--- config.mk ---
export PLATFORM = sky130hd
export DESIGN_NAME = sine_cosine_tangent_series_top
export DESIGN_NICKNAME = d
export VERILOG_FILES = /design/src/hw/rtl/scts_pkg.sv /design/src/hw/rtl/scts_mul.sv /design/src/hw/rtl/scts_seq.sv /design/src/hw/rtl/scts_dp.sv /design/src/hw/rtl/sine_cosine_tangent_series_top.sv
export SDC_FILE = /design/constraint.sdc
export NUM_CORES = 2
export LEC_CHECK = 0
export BUFFER_PORTS_ARGS = -buffer_cell sky130_fd_sc_hd__buf_2
export CORE_MARGIN = 8
export CORE_UTILIZATION = 30
export CTS_BUF_LIST = sky130_fd_sc_hd__clkbuf_8 sky130_fd_sc_hd__clkbuf_16
export DETAILED_ROUTE_END_ITERATION = 10
export PLACE_DENSITY = 0.45
export SLEW_MARGIN = 40
export SYNTH_ARGS = -nofsm -noshare
export SYNTH_HDL_FRONTEND = slang
export SYNTH_SLANG_ARGS = --single-unit
--- constraint.sdc ---
create_clock -name clk -period 14 [get_ports clk]
set_input_delay 2.8 -clock clk [delete_from_list [all_inputs] [get_ports clk]]
set_output_delay 2.8 -clock clk [all_outputs]
set_load 0.1 [all_outputs]
--- src/hw/rtl/scts_pkg.sv ---
// scts_pkg: shared types, fixed-point constants, reciprocal table and microcode
// for the sine/cosine/tangent series block. No dependencies.
package scts_pkg;

  // Function codes carried in the mode field
  localparam logic [1:0] MODE_SIN = 2'd0;
  localparam logic [1:0] MODE_COS = 2'd1;
  localparam logic [1:0] MODE_TAN = 2'd2;

  // Series length default and term index width (TERMS range 1..16)
  localparam int TERMS_DEF = 10;
  localparam int IDX_W     = 4;

  // Datapath widths (Q29 working values)
  localparam int X_W    = 35;   // angle before reduction
  localparam int X2_W   = 33;   // x^2, non-negative
  localparam int Q_W    = 31;   // x^2 / ((2i+2)(2i+3))
  localparam int TERM_W = 34;   // signed series term
  localparam int SUM_W  = 36;   // signed partial sum
  localparam int MA_W   = 33;   // multiplier operand A magnitude
  localparam int MB_W   = 32;   // multiplier operand B magnitude
  localparam int PROD_W = MA_W + MB_W;
  localparam int MAG_W  = 34;   // |sine|, |cosine|
  localparam int NUM_W  = MAG_W + 24;
  localparam int QUO_W  = 33;   // tangent quotient bits
  localparam int DSH_W  = MAG_W + QUO_W - 1;
  localparam int CNT_W  = 6;

  // Q29 constants
  localparam logic signed [X_W-1:0] PI_Q29      = 35'sd1686629713;
  localparam logic signed [X_W-1:0] TWO_PI_Q29  = 35'sd3373259426;
  localparam logic signed [X_W-1:0] HALF_PI_Q29 = 35'sd843314857;

  // Item payloads
  typedef struct packed {
    logic [1:0]         mode;
    logic signed [31:0] angle;
  } scts_in_t;

  typedef struct packed {
    logic signed [31:0] value;
    logic               overflow;
  } scts_out_t;

  // Micro-operations
  typedef enum logic [3:0] {
    OP_NOP,
    OP_HPI,      // add pi/2 for cosine
    OP_RED,      // one 2*pi reduction step
    OP_MXX,      // start x*x, init series
    OP_X2,       // latch x^2
    OP_ACC,      // sum += term
    OP_MXR,      // start x^2 * reciprocal
    OP_Q,        // latch coefficient
    OP_MTQ,      // start term * coefficient
    OP_TERM,     // latch next term
    OP_PASS,     // tangent: save sine, restart for cosine
    OP_OUT_SC,   // emit sine/cosine
    OP_DINIT,    // tangent divider setup
    OP_DSTEP,    // one quotient bit
    OP_OUT_TAN   // emit tangent
  } scts_op_t;

  // Jump conditions
  typedef enum logic [2:0] {
    C_NONE,
    C_ALWAYS,
    C_LAST,
    C_TAN_FIRST,
    C_TAN,
    C_DMORE
  } scts_cond_t;

  localparam int PC_W = 5;

  typedef struct packed {
    scts_op_t         op;
    scts_cond_t       cond;
    logic [PC_W-1:0]  target;
    logic             last;
  } scts_ucode_t;

  // Status flags from datapath to sequencer
  typedef struct packed {
    logic last_term;
    logic tan_first;
    logic is_tan;
    logic div_more;
  } scts_stat_t;

  // Program addresses used as jump targets
  localparam logic [PC_W-1:0] PC_START = 5'd0;
  localparam logic [PC_W-1:0] PC_ACC   = 5'd6;
  localparam logic [PC_W-1:0] PC_PASS  = 5'd11;
  localparam logic [PC_W-1:0] PC_DINIT = 5'd14;
  localparam logic [PC_W-1:0] PC_DSTEP = 5'd15;

  // Control store
  function automatic scts_ucode_t ucode(input logic [PC_W-1:0] pc);
    scts_ucode_t w;
    w.op     = OP_NOP;
    w.cond   = C_NONE;
    w.target = PC_START;
    w.last   = 1'b0;
    case (pc)
      5'd0:  w.op = OP_HPI;
      5'd1:  w.op = OP_RED;
      5'd2:  w.op = OP_RED;
      5'd3:  w.op = OP_RED;
      5'd4:  w.op = OP_MXX;
      5'd5:  w.op = OP_X2;
      5'd6:  begin
        w.op = OP_ACC; w.cond = C_LAST; w.target = PC_PASS;
      end
      5'd7:  w.op = OP_MXR;
      5'd8:  w.op = OP_Q;
      5'd9:  w.op = OP_MTQ;
      5'd10: begin
        w.op = OP_TERM; w.cond = C_ALWAYS; w.target = PC_ACC;
      end
      5'd11: begin
        w.op = OP_PASS; w.cond = C_TAN_FIRST; w.target = PC_START;
      end
      5'd12: begin
        w.cond = C_TAN; w.target = PC_DINIT;
      end
      5'd13: begin
        w.op = OP_OUT_SC; w.last = 1'b1;
      end
      5'd14: w.op = OP_DINIT;
      5'd15: begin
        w.op = OP_DSTEP; w.cond = C_DMORE; w.target = PC_DSTEP;
      end
      5'd16: begin
        w.op = OP_OUT_TAN; w.last = 1'b1;
      end
      default: w.last = 1'b1;
    endcase
    return w;
  endfunction

  // round(2^32 / ((2i+2)(2i+3)))
  function automatic logic [MB_W-1:0] recip(input logic [IDX_W-1:0] i);
    logic [MB_W-1:0] r;
    case (i)
      4'd0:    r = 32'd715827883;
      4'd1:    r = 32'd214748365;
      4'd2:    r = 32'd102261126;
      4'd3:    r = 32'd59652324;
      4'd4:    r = 32'd39045157;
      4'd5:    r = 32'd27531842;
      4'd6:    r = 32'd20452225;
      4'd7:    r = 32'd15790321;
      4'd8:    r = 32'd12558384;
      4'd9:    r = 32'd10226113;
      4'd10:   r = 32'd8488078;
      4'd11:   r = 32'd7158279;
      4'd12:   r = 32'd6118187;
      4'd13:   r = 32'd5289369;
      4'd14:   r = 32'd4618244;
      4'd15:   r = 32'd4067204;
      default: r = '0;
    endcase
    return r;
  endfunction

endpackage

--- src/hw/rtl/scts_mul.sv ---
// scts_mul: shared unsigned multiplier with registered product and sign.
// Depends on scts_pkg.
module scts_mul (
  input  logic                         clk,
  input  logic                         en,
  input  logic [scts_pkg::MA_W-1:0]    a,
  input  logic [scts_pkg::MB_W-1:0]    b,
  input  logic                         neg,
  output logic [scts_pkg::PROD_W-1:0]  prod,
  output logic                         prod_neg
);

  logic [scts_pkg::PROD_W-1:0] prod_r;
  logic                        neg_r;

  // Product register; sign travels alongside
  always_ff @(posedge clk) begin
    if (en) begin
      prod_r <= scts_pkg::PROD_W'(a) * scts_pkg::PROD_W'(b);
      neg_r  <= neg;
    end
  end

  assign prod     = prod_r;
  assign prod_neg = neg_r;

endmodule

--- src/hw/rtl/scts_seq.sv ---
// scts_seq: microcode sequencer - step counter, control store, conditional jumps.
// Depends on scts_pkg.
module scts_seq (
  input  logic                  clk,
  input  logic                  rst_n,
  input  logic                  start,
  input  logic                  stall,
  input  scts_pkg::scts_stat_t  stat,
  output scts_pkg::scts_ucode_t cw,
  output logic                  run
);

  logic [scts_pkg::PC_W-1:0] pc_r, pc_nxt;
  logic                      run_r, run_nxt;
  logic                      take;

  assign cw  = scts_pkg::ucode(pc_r);
  assign run = run_r;

  // Jump condition select
  always_comb begin
    case (cw.cond)
      scts_pkg::C_NONE:      take = 1'b0;
      scts_pkg::C_ALWAYS:    take = 1'b1;
      scts_pkg::C_LAST:      take = stat.last_term;
      scts_pkg::C_TAN_FIRST: take = stat.tan_first;
      scts_pkg::C_TAN:       take = stat.is_tan;
      scts_pkg::C_DMORE:     take = stat.div_more;
      default:               take = 1'b0;
    endcase
  end

  // Next step
  always_comb begin
    pc_nxt  = pc_r;
    run_nxt = run_r;
    if (!run_r) begin
      pc_nxt = scts_pkg::PC_START;
      if (start) run_nxt = 1'b1;
    end else if (!stall) begin
      if (cw.last) begin
        run_nxt = 1'b0;
        pc_nxt  = scts_pkg::PC_START;
      end else if (take) begin
        pc_nxt = cw.target;
      end else begin
        pc_nxt = pc_r + 1'b1;
      end
    end
  end

  always_ff @(posedge clk) begin
    if (!rst_n) begin
      pc_r  <= scts_pkg::PC_START;
      run_r <= 1'b0;
    end else begin
      pc_r  <= pc_nxt;
      run_r <= run_nxt;
    end
  end

endmodule

--- src/hw/rtl/scts_dp.sv ---
// scts_dp: angle reduction, series accumulation and tangent divider datapath.
// Depends on scts_pkg and scts_mul.
module scts_dp #(
  parameter int TERMS = scts_pkg::TERMS_DEF
) (
  input  logic                  clk,
  input  logic                  load,
  input  scts_pkg::scts_in_t    in_item,
  input  scts_pkg::scts_op_t    op,
  output scts_pkg::scts_stat_t  stat,
  output scts_pkg::scts_out_t   res
);

  localparam int X_W    = scts_pkg::X_W;
  localparam int X2_W   = scts_pkg::X2_W;
  localparam int Q_W    = scts_pkg::Q_W;
  localparam int TERM_W = scts_pkg::TERM_W;
  localparam int SUM_W  = scts_pkg::SUM_W;
  localparam int MA_W   = scts_pkg::MA_W;
  localparam int MB_W   = scts_pkg::MB_W;
  localparam int PROD_W = scts_pkg::PROD_W;
  localparam int MAG_W  = scts_pkg::MAG_W;
  localparam int NUM_W  = scts_pkg::NUM_W;
  localparam int DSH_W  = scts_pkg::DSH_W;
  localparam int QUO_W  = scts_pkg::QUO_W;
  localparam int CNT_W  = scts_pkg::CNT_W;
  localparam int IDX_W  = scts_pkg::IDX_W;

  logic [1:0]               mode_r;
  logic                     pass_r;
  logic signed [31:0]       ang_r;
  logic signed [X_W-1:0]    x_r;
  logic [X2_W-1:0]          x2_r;
  logic [Q_W-1:0]           q_r;
  logic signed [TERM_W-1:0] term_r;
  logic signed [SUM_W-1:0]  sum_r;
  logic signed [SUM_W-1:0]  s_r;
  logic [IDX_W-1:0]         i_r;
  logic [NUM_W-1:0]         rem_r;
  logic [DSH_W-1:0]         dsh_r;
  logic [QUO_W-1:0]         quo_r;
  logic [CNT_W-1:0]         cnt_r;
  logic                     dneg_r, dzero_r, dsat_r, sneg_r;

  // Multiplier hookup
  logic [MA_W-1:0]   mul_a;
  logic [MB_W-1:0]   mul_b;
  logic              mul_neg, mul_en;
  logic [PROD_W-1:0] prod;
  logic              prod_neg;

  logic [X_W-1:0]    x_mag;
  logic [TERM_W-1:0] term_mag;
  logic [PROD_W-1:0] r29, r32;
  logic [TERM_W-1:0] t_mag;

  logic [SUM_W-1:0]  sum_mag, s_mag_w;
  logic [MAG_W-1:0]  s_mag, c_mag;
  logic [NUM_W-1:0]  num;
  logic              pre_ovf;
  logic              div_ge;

  logic [31:0]        q24_m;
  logic signed [32:0] q24_v;
  logic [31:0]        q24_val;

  assign x_mag    = x_r[X_W-1] ? X_W'(-x_r) : X_W'(x_r);
  assign term_mag = term_r[TERM_W-1] ? TERM_W'(-term_r) : TERM_W'(term_r);

  // Operand select for the shared multiplier
  always_comb begin
    mul_en  = 1'b0;
    mul_a   = '0;
    mul_b   = '0;
    mul_neg = 1'b0;
    case (op)
      scts_pkg::OP_MXX: begin
        mul_en = 1'b1;
        mul_a  = x_mag[MA_W-1:0];
        mul_b  = x_mag[MB_W-1:0];
      end
      scts_pkg::OP_MXR: begin
        mul_en = 1'b1;
        mul_a  = x2_r;
        mul_b  = scts_pkg::recip(i_r);
      end
      scts_pkg::OP_MTQ: begin
        // next term is the negated product
        mul_en  = 1'b1;
        mul_a   = term_mag[MA_W-1:0];
        mul_b   = MB_W'(q_r);
        mul_neg = ~term_r[TERM_W-1];
      end
      default: mul_en = 1'b0;
    endcase
  end

  scts_mul u_mul (
    .clk      (clk),
    .en       (mul_en),
    .a        (mul_a),
    .b        (mul_b),
    .neg      (mul_neg),
    .prod     (prod),
    .prod_neg (prod_neg)
  );

  // Round to nearest, ties away from zero, on magnitudes
  assign r29   = (prod + (PROD_W'(1) << 28)) >> 29;
  assign r32   = (prod + (PROD_W'(1) << 31)) >> 32;
  assign t_mag = r29[TERM_W-1:0];

  // Tangent divider setup values
  assign s_mag_w = s_r[SUM_W-1] ? SUM_W'(-s_r) : SUM_W'(s_r);
  assign sum_mag = sum_r[SUM_W-1] ? SUM_W'(-sum_r) : SUM_W'(sum_r);
  assign s_mag   = s_mag_w[MAG_W-1:0];
  assign c_mag   = sum_mag[MAG_W-1:0];
  assign num     = {s_mag, 24'b0} + NUM_W'(c_mag >> 1);
  assign pre_ovf = {(DSH_W + 1 - NUM_W)'(0), num} >= {c_mag, QUO_W'(0)};
  assign div_ge  = {(DSH_W - NUM_W)'(0), rem_r} >= dsh_r;

  // Sum in Q29 to Q24 with rounding and saturation
  assign q24_m = 32'((37'(sum_mag) + 37'd16) >> 5);
  assign q24_v = sum_r[SUM_W-1] ? -$signed({1'b0, q24_m}) : $signed({1'b0, q24_m});
  always_comb begin
    if (!q24_v[32] && q24_v[31])     q24_val = 32'h7FFF_FFFF;
    else if (q24_v[32] && !q24_v[31]) q24_val = 32'h8000_0000;
    else                              q24_val = q24_v[31:0];
  end

  // Result word for the two output steps
  always_comb begin
    res.value    = '0;
    res.overflow = 1'b0;
    case (op)
      scts_pkg::OP_OUT_SC: begin
        if (mode_r == scts_pkg::MODE_SIN || mode_r == scts_pkg::MODE_COS)
          res.value = q24_val;
      end
      scts_pkg::OP_OUT_TAN: begin
        if (dzero_r) begin
          res.value    = sneg_r ? 32'h8000_0000 : 32'h7FFF_FFFF;
          res.overflow = 1'b1;
        end else if (dsat_r) begin
          res.value    = dneg_r ? 32'h8000_0000 : 32'h7FFF_FFFF;
          res.overflow = 1'b1;
        end else if (!dneg_r && quo_r > QUO_W'(32'h7FFF_FFFF)) begin
          res.value    = 32'h7FFF_FFFF;
          res.overflow = 1'b1;
        end else if (dneg_r && quo_r > QUO_W'(32'h8000_0000)) begin
          res.value    = 32'h8000_0000;
          res.overflow = 1'b1;
        end else begin
          res.value = dneg_r ? -quo_r[31:0] : quo_r[31:0];
        end
      end
      default: res.overflow = 1'b0;
    endcase
  end

  // Status for jumps
  assign stat.last_term = (i_r == IDX_W'(TERMS - 1));
  assign stat.is_tan    = (mode_r == scts_pkg::MODE_TAN);
  assign stat.tan_first = (mode_r == scts_pkg::MODE_TAN) && !pass_r;
  assign stat.div_more  = (cnt_r != '0);

  // Working registers
  always_ff @(posedge clk) begin
    if (load) begin
      mode_r <= in_item.mode;
      ang_r  <= in_item.angle;
      pass_r <= 1'b0;
      x_r    <= {{2{in_item.angle[31]}}, in_item.angle, 1'b0};
    end else begin
      case (op)
        scts_pkg::OP_HPI: begin
          if (mode_r == scts_pkg::MODE_COS || pass_r)
            x_r <= x_r + scts_pkg::HALF_PI_Q29;
        end
        scts_pkg::OP_RED: begin
          if (x_r > scts_pkg::PI_Q29)
            x_r <= x_r - scts_pkg::TWO_PI_Q29;
          else if (x_r < -scts_pkg::PI_Q29)
            x_r <= x_r + scts_pkg::TWO_PI_Q29;
        end
        scts_pkg::OP_MXX: begin
          term_r <= TERM_W'(x_r);
          sum_r  <= '0;
          i_r    <= '0;
        end
        scts_pkg::OP_X2:  x2_r <= r29[X2_W-1:0];
        scts_pkg::OP_ACC: sum_r <= sum_r + SUM_W'(term_r);
        scts_pkg::OP_Q:   q_r <= r32[Q_W-1:0];
        scts_pkg::OP_TERM: begin
          term_r <= prod_neg ? -$signed(t_mag) : $signed(t_mag);
          i_r    <= i_r + 1'b1;
        end
        scts_pkg::OP_PASS: begin
          // tangent: keep sine, rerun on the same angle for cosine
          if (mode_r == scts_pkg::MODE_TAN && !pass_r) begin
            s_r    <= sum_r;
            pass_r <= 1'b1;
            x_r    <= {{2{ang_r[31]}}, ang_r, 1'b0};
          end
        end
        scts_pkg::OP_DINIT: begin
          rem_r   <= num;
          dsh_r   <= {c_mag, (QUO_W - 1)'(0)};
          quo_r   <= '0;
          cnt_r   <= CNT_W'(QUO_W - 1);
          dneg_r  <= s_r[SUM_W-1] ^ sum_r[SUM_W-1];
          sneg_r  <= s_r[SUM_W-1];
          dzero_r <= (c_mag == '0);
          dsat_r  <= pre_ovf;
        end
        scts_pkg::OP_DSTEP: begin
          if (div_ge) rem_r <= rem_r - dsh_r[NUM_W-1:0];
          quo_r <= {quo_r[QUO_W-2:0], div_ge};
          dsh_r <= dsh_r >> 1;
          cnt_r <= cnt_r - 1'b1;
        end
        default: x_r <= x_r;
      endcase
    end
  end

endmodule

--- src/hw/rtl/sine_cosine_tangent_series_top.sv ---
// Top level: input/output handshakes, result register, sequencer and datapath.
// Depends on scts_pkg, scts_seq, scts_dp (and scts_mul below it).
//
// Computes sine, cosine or tangent of a signed Q3.28 radian angle and returns a
// saturated signed Q7.24 value with an overflow flag (tangent only). One item is
// processed at a time by a microcoded sequencer driving one shared multiplier.
// Each series term is an accumulate plus two dependent passes through the
// registered multiplier (x^2 times a reciprocal, then the term times that
// coefficient); tangent runs the series twice and then a radix-2 divider
// producing 33 quotient bits, one per cycle. The result register lets a new
// item be accepted while the previous result is still waiting to be taken.
module sine_cosine_tangent_series_top #(
  parameter int TERMS = scts_pkg::TERMS_DEF
) (
  input  logic                clk,
  input  logic                rst_n,
  input  logic                in_valid,
  output logic                in_ready,
  input  scts_pkg::scts_in_t  in_data,
  output logic                out_valid,
  input  logic                out_ready,
  output scts_pkg::scts_out_t out_data
);

  scts_pkg::scts_ucode_t cw;
  scts_pkg::scts_stat_t  stat;
  scts_pkg::scts_op_t    dp_op;
  scts_pkg::scts_out_t   res;
  scts_pkg::scts_out_t   out_data_r;
  logic                  out_valid_r, out_valid_nxt;
  logic                  run, start, stall, is_out, emit;

  assign in_ready = !run;
  assign start    = in_valid && in_ready;
  assign is_out   = (cw.op == scts_pkg::OP_OUT_SC) || (cw.op == scts_pkg::OP_OUT_TAN);
  // hold the output step while the result slot is occupied and not being taken
  assign stall    = run && is_out && out_valid_r && !out_ready;
  assign dp_op    = (run && !stall) ? cw.op : scts_pkg::OP_NOP;
  assign emit     = run && is_out && !stall;

  scts_seq u_seq (
    .clk   (clk),
    .rst_n (rst_n),
    .start (start),
    .stall (stall),
    .stat  (stat),
    .cw    (cw),
    .run   (run)
  );

  scts_dp #(.TERMS(TERMS)) u_dp (
    .clk     (clk),
    .load    (start),
    .in_item (in_data),
    .op      (dp_op),
    .stat    (stat),
    .res     (res)
  );

  // Result register
  always_comb begin
    out_valid_nxt = out_valid_r;
    if (emit)                        out_valid_nxt = 1'b1;
    else if (out_valid_r && out_ready) out_valid_nxt = 1'b0;
  end

  always_ff @(posedge clk) begin
    if (!rst_n) out_valid_r <= 1'b0;
    else        out_valid_r <= out_valid_nxt;
  end

  always_ff @(posedge clk) begin
    if (emit) out_data_r <= res;
  end

  assign out_valid = out_valid_r;
  assign out_data  = out_data_r;

endmodule

Word-level counts from Yosys, hierarchy flattened
Memory sizes are Yosys's and may differ from the RTL's. A register that Yosys moved wholly into a read port is not among the register bits.
Index checks and enable logic that the tools add are counted.
Widths: inputs -> output; s select.
{"block": "word_totals", "register_bits": 515, "latchBits": 0, "ram_bits": 0, "romBits": 464, "in_bits": 38, "out_inout_bits": 35, "n_memories": 1}
{"block": "op_classes", "addsub": 19, "mul": 1, "div_mod_pow": 0, "order_cmp": 6, "eq_ne": 47, "shift": 0, "n_mux": 48, "bitwise": 3, "reduce_logical": 47}
{"name": "(no name shown)", "depth": 16, "word_bits": 29, "read_ports": 1, "rd_clocked_by_memory_dff": 1, "write_ports": 0, "line_no": "scts_pkg.sv:145", "source": "case (i)"}
{"op": "$mux 32", "n": 7}
{"op": "$mux 33", "n": 6}
{"op": "$mux 35", "n": 5}
{"op": "$pmux 66 s2", "n": 1}
{"op": "$pmux 58 s2", "n": 1}
{"op": "$pmux 35 s3", "n": 1}
{"op": "$pmux 33 s3", "n": 1}
{"op": "$pmux 32 s3", "n": 1}
{"op": "$pmux 36 s2", "n": 1}
{"op": "$mux 34", "n": 2}
{"op": "$neg 34->34", "n": 2}
{"op": "$pmux 34 s2", "n": 1}
{"op": "$ge 58x67->1", "n": 1}
{"op": "$ge 58x66->1", "n": 1}
{"op": "$neg 33->33", "n": 2}
{"op": "$pmux 33 s2", "n": 1}
{"op": "$pmux 32 s2", "n": 1}
{"op": "$add 63x29->63 const B", "n": 1}
{"op": "$add 63x32->63 const B", "n": 1}
{"op": "$mul 33x32->63", "n": 1}
{"op": "$add 58x33->58", "n": 1}
{"op": "$mux 58", "n": 1}
{"op": "$sub 58x58->58", "n": 1}
{"op": "$pmux 4 s14", "n": 1}
{"op": "60 further kinds", "n": 129}

Longest topological paths before layout
{"block": "depth", "ltp_word": 15, "ltp_mapped": 48, "ltp_nobuf": 45}

Modules after synthesis
From an unflattened synthesis, not the netlist that was laid out.
{"block": "hier_totals", "cells_unflattened": 8052, "hier_area_um2": 72982.5}
{"mod": "scts_mul", "n_inst": 1, "cells_per_inst": 3945, "area_each_um2": 36194.7, "seq_area_each_um2": 1981.9}
{"mod": "scts_dp", "n_inst": 1, "cells_per_inst": 3942, "area_each_um2": 34789.6, "seq_area_each_um2": 12872.3}
{"mod": "sine_cosine_tangent_series_top", "n_inst": 1, "cells_per_inst": 53, "area_each_um2": 1139.8, "seq_area_each_um2": 1011.0}
{"mod": "scts_seq", "n_inst": 1, "cells_per_inst": 112, "area_each_um2": 858.3, "seq_area_each_um2": 120.1}

Worst setup path after synthesis
Ideal clock, no wire load.
{"block": "synth_path", "path_type": "input to register", "start": "in out_ready", "end": "reg u_dp.u_mul.prod_r (netlist bit u_dp.u_mul.prod[62]) (data pin)", "setup_time_ns": 0.260, "t_arrival_ns": 12.119, "slack_ns": 1.621, "cell_stages": 37, "path_buffers": 3, "cell_sequence": "nor2b_1 o2111ai_1 a21oi_1 clkbuf_1 clkbuf_1 a221o_1 clkbuf_1 nand2_1 fa_1 inv_1 fa_1 inv_1 fa_1 inv_1 fa_1 fa_1 fa_1 fa_1 inv_1 fa_1 inv_1 ha_1 a21oi_1 o21ai_0 a211oi_1 o211ai_1 a21o_1 a22oi_1 o31ai_1 o31a_1 o31ai_1 o311ai_1 o311ai_0 nand3_1 o21a_1 nor2_1 xnor2_1"}
{"block": "synth_between", "elab_chain_len": 8, "elab_cells_between_ends": 11, "cone_classes": "1 x mul; 3 x eq/ne; 3 x mux; 4 x reduce/logical"}
{"item": "start, declared", "line_no": "sine_cosine_tangent_series_top.sv:21", "source": "input logic out_ready,"}
{"item": "$logic_not 1->1 (*)", "line_no": "sine_cosine_tangent_series_top.sv:37", "source": "assign stall = run && is_out && out_valid_r && !out_ready;"}
{"item": "$logic_and 1x1->1 (*)", "line_no": "sine_cosine_tangent_series_top.sv:37"}
{"item": "$logic_not 1->1 (*)"}
{"item": "$logic_and 1x1->1 (*)", "line_no": "sine_cosine_tangent_series_top.sv:38", "source": "assign dp_op = (run && !stall) ? cw.op : scts_pkg::OP_NOP;"}
{"item": "$mux 4 (*)", "line_no": "sine_cosine_tangent_series_top.sv:38"}
{"item": "$eq 4x4->1 (tied with other cells)", "line_no": "scts_dp.sv:76", "source": "case (op)"}
{"item": "$pmux 33 s3 / $pmux 32 s3 (equally long branches)", "line_no": "scts_dp.sv:76"}
{"item": "$mul 33x32->63 (*)", "line_no": "scts_mul.sv:19", "source": "prod_r <= scts_pkg::PROD_W'(a) * scts_pkg::PROD_W'(b);"}
{"item": "end signal, assigned", "line_no": "scts_mul.sv:19"}
{"item": "end, declared", "line_no": "scts_mul.sv:13", "source": "logic [scts_pkg::PROD_W-1:0] prod_r;"}
Every way passes the cells marked *; elsewhere a longest branch is shown, timed or not.
A chain may end at the register's enable or synchronous reset.

Worst setup path after layout
{"block": "layout_path", "start": "reg u_dp.x_r[2]", "end": "reg u_dp.u_mul.prod_r (netlist bit u_dp.u_mul.prod[62]) (data pin)"}
{"block": "layout_between", "elab_chain_len": 4, "elab_cells_between_ends": 5, "cone_classes": "1 x add/sub; 1 x mul; 3 x mux"}
{"item": "start, declared", "line_no": "scts_dp.sv:32", "source": "logic signed [X_W-1:0] x_r;"}
{"item": "start signal, assigned", "line_no": "scts_dp.sv:173", "source": "x_r <= {{2{in_item.angle[31]}}, in_item.angle, 1'b0};"}
{"item": "start signal, assigned", "line_no": "scts_dp.sv:178", "source": "x_r <= x_r + scts_pkg::HALF_PI_Q29;"}
{"item": "start signal, assigned", "line_no": "scts_dp.sv:182", "source": "x_r <= x_r - scts_pkg::TWO_PI_Q29;"}
{"item": "$neg 33->33", "line_no": "scts_dp.sv:67", "source": "assign x_mag = x_r[X_W-1] ? X_W'(-x_r) : X_W'(x_r);"}
{"item": "$mux 33 (*)", "line_no": "scts_dp.sv:67"}
{"item": "$pmux 33 s3 / $pmux 32 s3 (equally long branches)", "line_no": "scts_dp.sv:76"}
{"item": "$mul 33x32->63 (*)", "line_no": "scts_mul.sv:19"}
Marked as above.

==> results.toml <==
[status]
status = "finished, final reports clean"

[synth]
syn-num-nets = 9201
synth_edf_count = 477
synth-compound-area-share_pct = 12.4
synth_mux_area_share_pct = 0.258
yosys.area_share.simple_pct = 16.1
synth_top_family_by_area = "adder cells"
yosys_register_bits = 515
yosys-top-cells-area = "fa_1 (27%), edfxtp_1 (21%), ha_1 (7.9%)"
synthXorXnorAreaFrac_pct = 6.10
synth_adder_area_share_pct = 34.7
yosys.area.top_type = "fa_1"
synth_top_area_share_pct = 26.8
syn_avg_cell_area_sq_um = 8.88
synth_area_sq_um = 69200
async_flop_share_pct = 0
synth_ff_type = "edfxtp_1"
ys_seq_area_share_pct = 21.8
ys_warn_count = 0
synth_cell_type_count = 99
syn_inst = 7799

[clock_network]
cts_tree = "done"
cts_buffers = 57
cts_max_level = 2
postCtsSetupRepairBufs = 0
clk_latency_ps = 670
clk_path_buf_depth = 3
clock_sinks = 515
cts-root-buf = "clkbuf_16"
hold_buffers = 0
cts.repair.resized = 0
clk_pin_slew_worst_paths_ps = 60

[worst_setup_path]
cp_num_buf_inv = 9
cp_top_family = "adder cells"
crit_fanout = 30
r2r_start = "u_dp.x_r[2]$_DFFE_PP_"
cp_common_cell = "fa_1"
critPathLaunch = "u_dp.x_r[2]$_DFFE_PP_"
path_class = "flop to flop"
end_kind = "flop"
cp.required_ps = 14380
cp_slowest_cell = "fa_1"
arrival_ps = 13580
start_kind = "flop"
cpPeakStageDelay_ps = 590

[layout]
synthToLayoutAreaGrowth_pct = 10.1
mostFrequentLayoutCells = "inv_1 (1201), fa_1 (928), nor2_1 (917)"
final_nets = 9180
final_common_cell = "inv_1"
post_route_cells_drive_above_1_share_pct = 7.08

[min_path]
hp-class = "flop to flop"
min-delay-start = "u_dp.pass_r$_SDFFE_PP0P_"

[global_routing]
overflow = 0
grt_antenna_before_repair = 12
grt_pass1_vias = 57464
grt_usage_pct = 21.0
grt_max_degree = 87
grt_pass1_wl_microns = 388000

[routing]
vias_per_cell = 5.22
first_pass_iters = 6
wl_per_cell_microns = 24.2
vias = 56620
drt_wl_total_microns = 263000
antenna_left = 0
drc = 0
drt_iter0_markers = 4728

[timing]
fmax_mhz = 75.7
worstMarginPinSlew_ps = 896
min_period_ps = 13200
report.final.slew_viol_count = 0
slew-limit-headroom_pct = 39.8
setup_viol = 0
rsz0062_at_grt = "no"
period_share_pct = 94.3
fin_hold_ws_ps = 501
timing.setup.tns_ps = 0
finClkSkew_ps = 52.8
finalHoldViolations = 0

[place]
place.gp.congestion = 0.939
port_buffers = 72
hpwl_microns = 209000

[power]
p_total_uw = 4030
ir_worst_vdd_mv = 0.110
cellLeakagePower_uw = 0.0331
power_density_nw_per_um2 = 52.9

[floorplan]
die_x_microns = 496
core_sq_um = 230000
start_util_pct = 30.1
die_h_microns = 496
io_pins = 73
num_rows = 176
die_area_sq_um = 246000

[flow_run]
maxCapViolCount = 0
metal layers:
metal,up-vias,GRT usage (%),wire length (microns)
met3,427,2.81,15700
met5,-,0,46
met1,28747,28.6,115000
met2,1918,34.5,121000
met4,8,6.86,10500
li1,25520,-,-
worst paths after layout:
check                                   to  slack, ps  cells after the start
min               u_dp.pass_r$_SDFFE_PP0P_        500                      2
min reg2reg       u_dp.pass_r$_SDFFE_PP0P_        500                      2
max          u_dp.u_mul.prod[62]$_DFFE_PP_        800                     45
max reg2reg  u_dp.u_mul.prod[62]$_DFFE_PP_        800                     45
stage by stage:
| step | area, sq um | utilization [%] | setup slack, ps | instances |
|---|---|---|---|---|
| after floorplan | 69200 | - | 1620 | 7799 |
| after global placement | 74300 | 32.3 | 304 | 10741 |
| after detailed placement | 74400 | 32.4 | 307 | 10745 |
| after CTS | 76200 | 33.2 | 847 | 10851 |
| after global routing | 76200 | 33.2 | 201 | 10851 |
| final | 76200 | 33.2 | 798 | 10855 |
cell usage after synthesis, drive strengths merged (32+ instances only):
library cell / number
and2: 82
nor4: 48
buf: 32
nor3: 105
dfxtp: 38
edfxtp: 477
nand2b: 58
a221o: 48
nor2: 929
a221oi: 74
fa: 928
nor2b: 37
xnor2: 276
ha: 436
or3: 64
o21a: 32
a21oi: 362
a21o: 102
xor2: 206
nand2: 908
clkbuf: 365
nand4: 58
o31ai: 61
inv: 1192
nand3: 97
o21ai: 306
a31oi: 44
registers in the layout (all words and copies together), names as in the netlist, 34 cells and up, named ones only:
signal / flops
u_dp.u_mul.prod: 35
u_dp.term_r: 34
u_dp.dsh_r: 66
u_dp.s_r: 35
u_dp.rem_r: 58
u_dp.sum_r: 36
u_dp.x_r: 35
worst min-delay path: stages (launching register included):
cell and delay (ps):
dfxtp_1 350, nor2_1 50, nor2_1 70
logic make-up after synthesis:
group / after synthesis
XOR/XNOR: 482
AND/OR/NAND/NOR: 2523
multiplexers: 17
flip-flops: 515
buffers and inverters: 1592
AO/OA/AOI/OAI: 1306
adder cells (fa/ha/maj): 1364
final cells by class:
class                   count  area [sq um]
diodes                      4          10.0
clock buffers              57          1430
clock inverters            49           368
fillers                 23939        153000
inverters                1195          4490
multi-input cells        5692         48800
flip-flops and latches    515         15100
well taps                3026          3790
repair buffers            317          2290
power by group:
part	total, uW	internal, uW	leakage (uW)	switching, uW
Clock	1530	818	0.000922	713
Sequential	1770	1710	0.00472	61.8
Combinational	725	252	0.0275	473
Total	4030	2780	0.0331	1250
(Power assumes the default switching activity.)
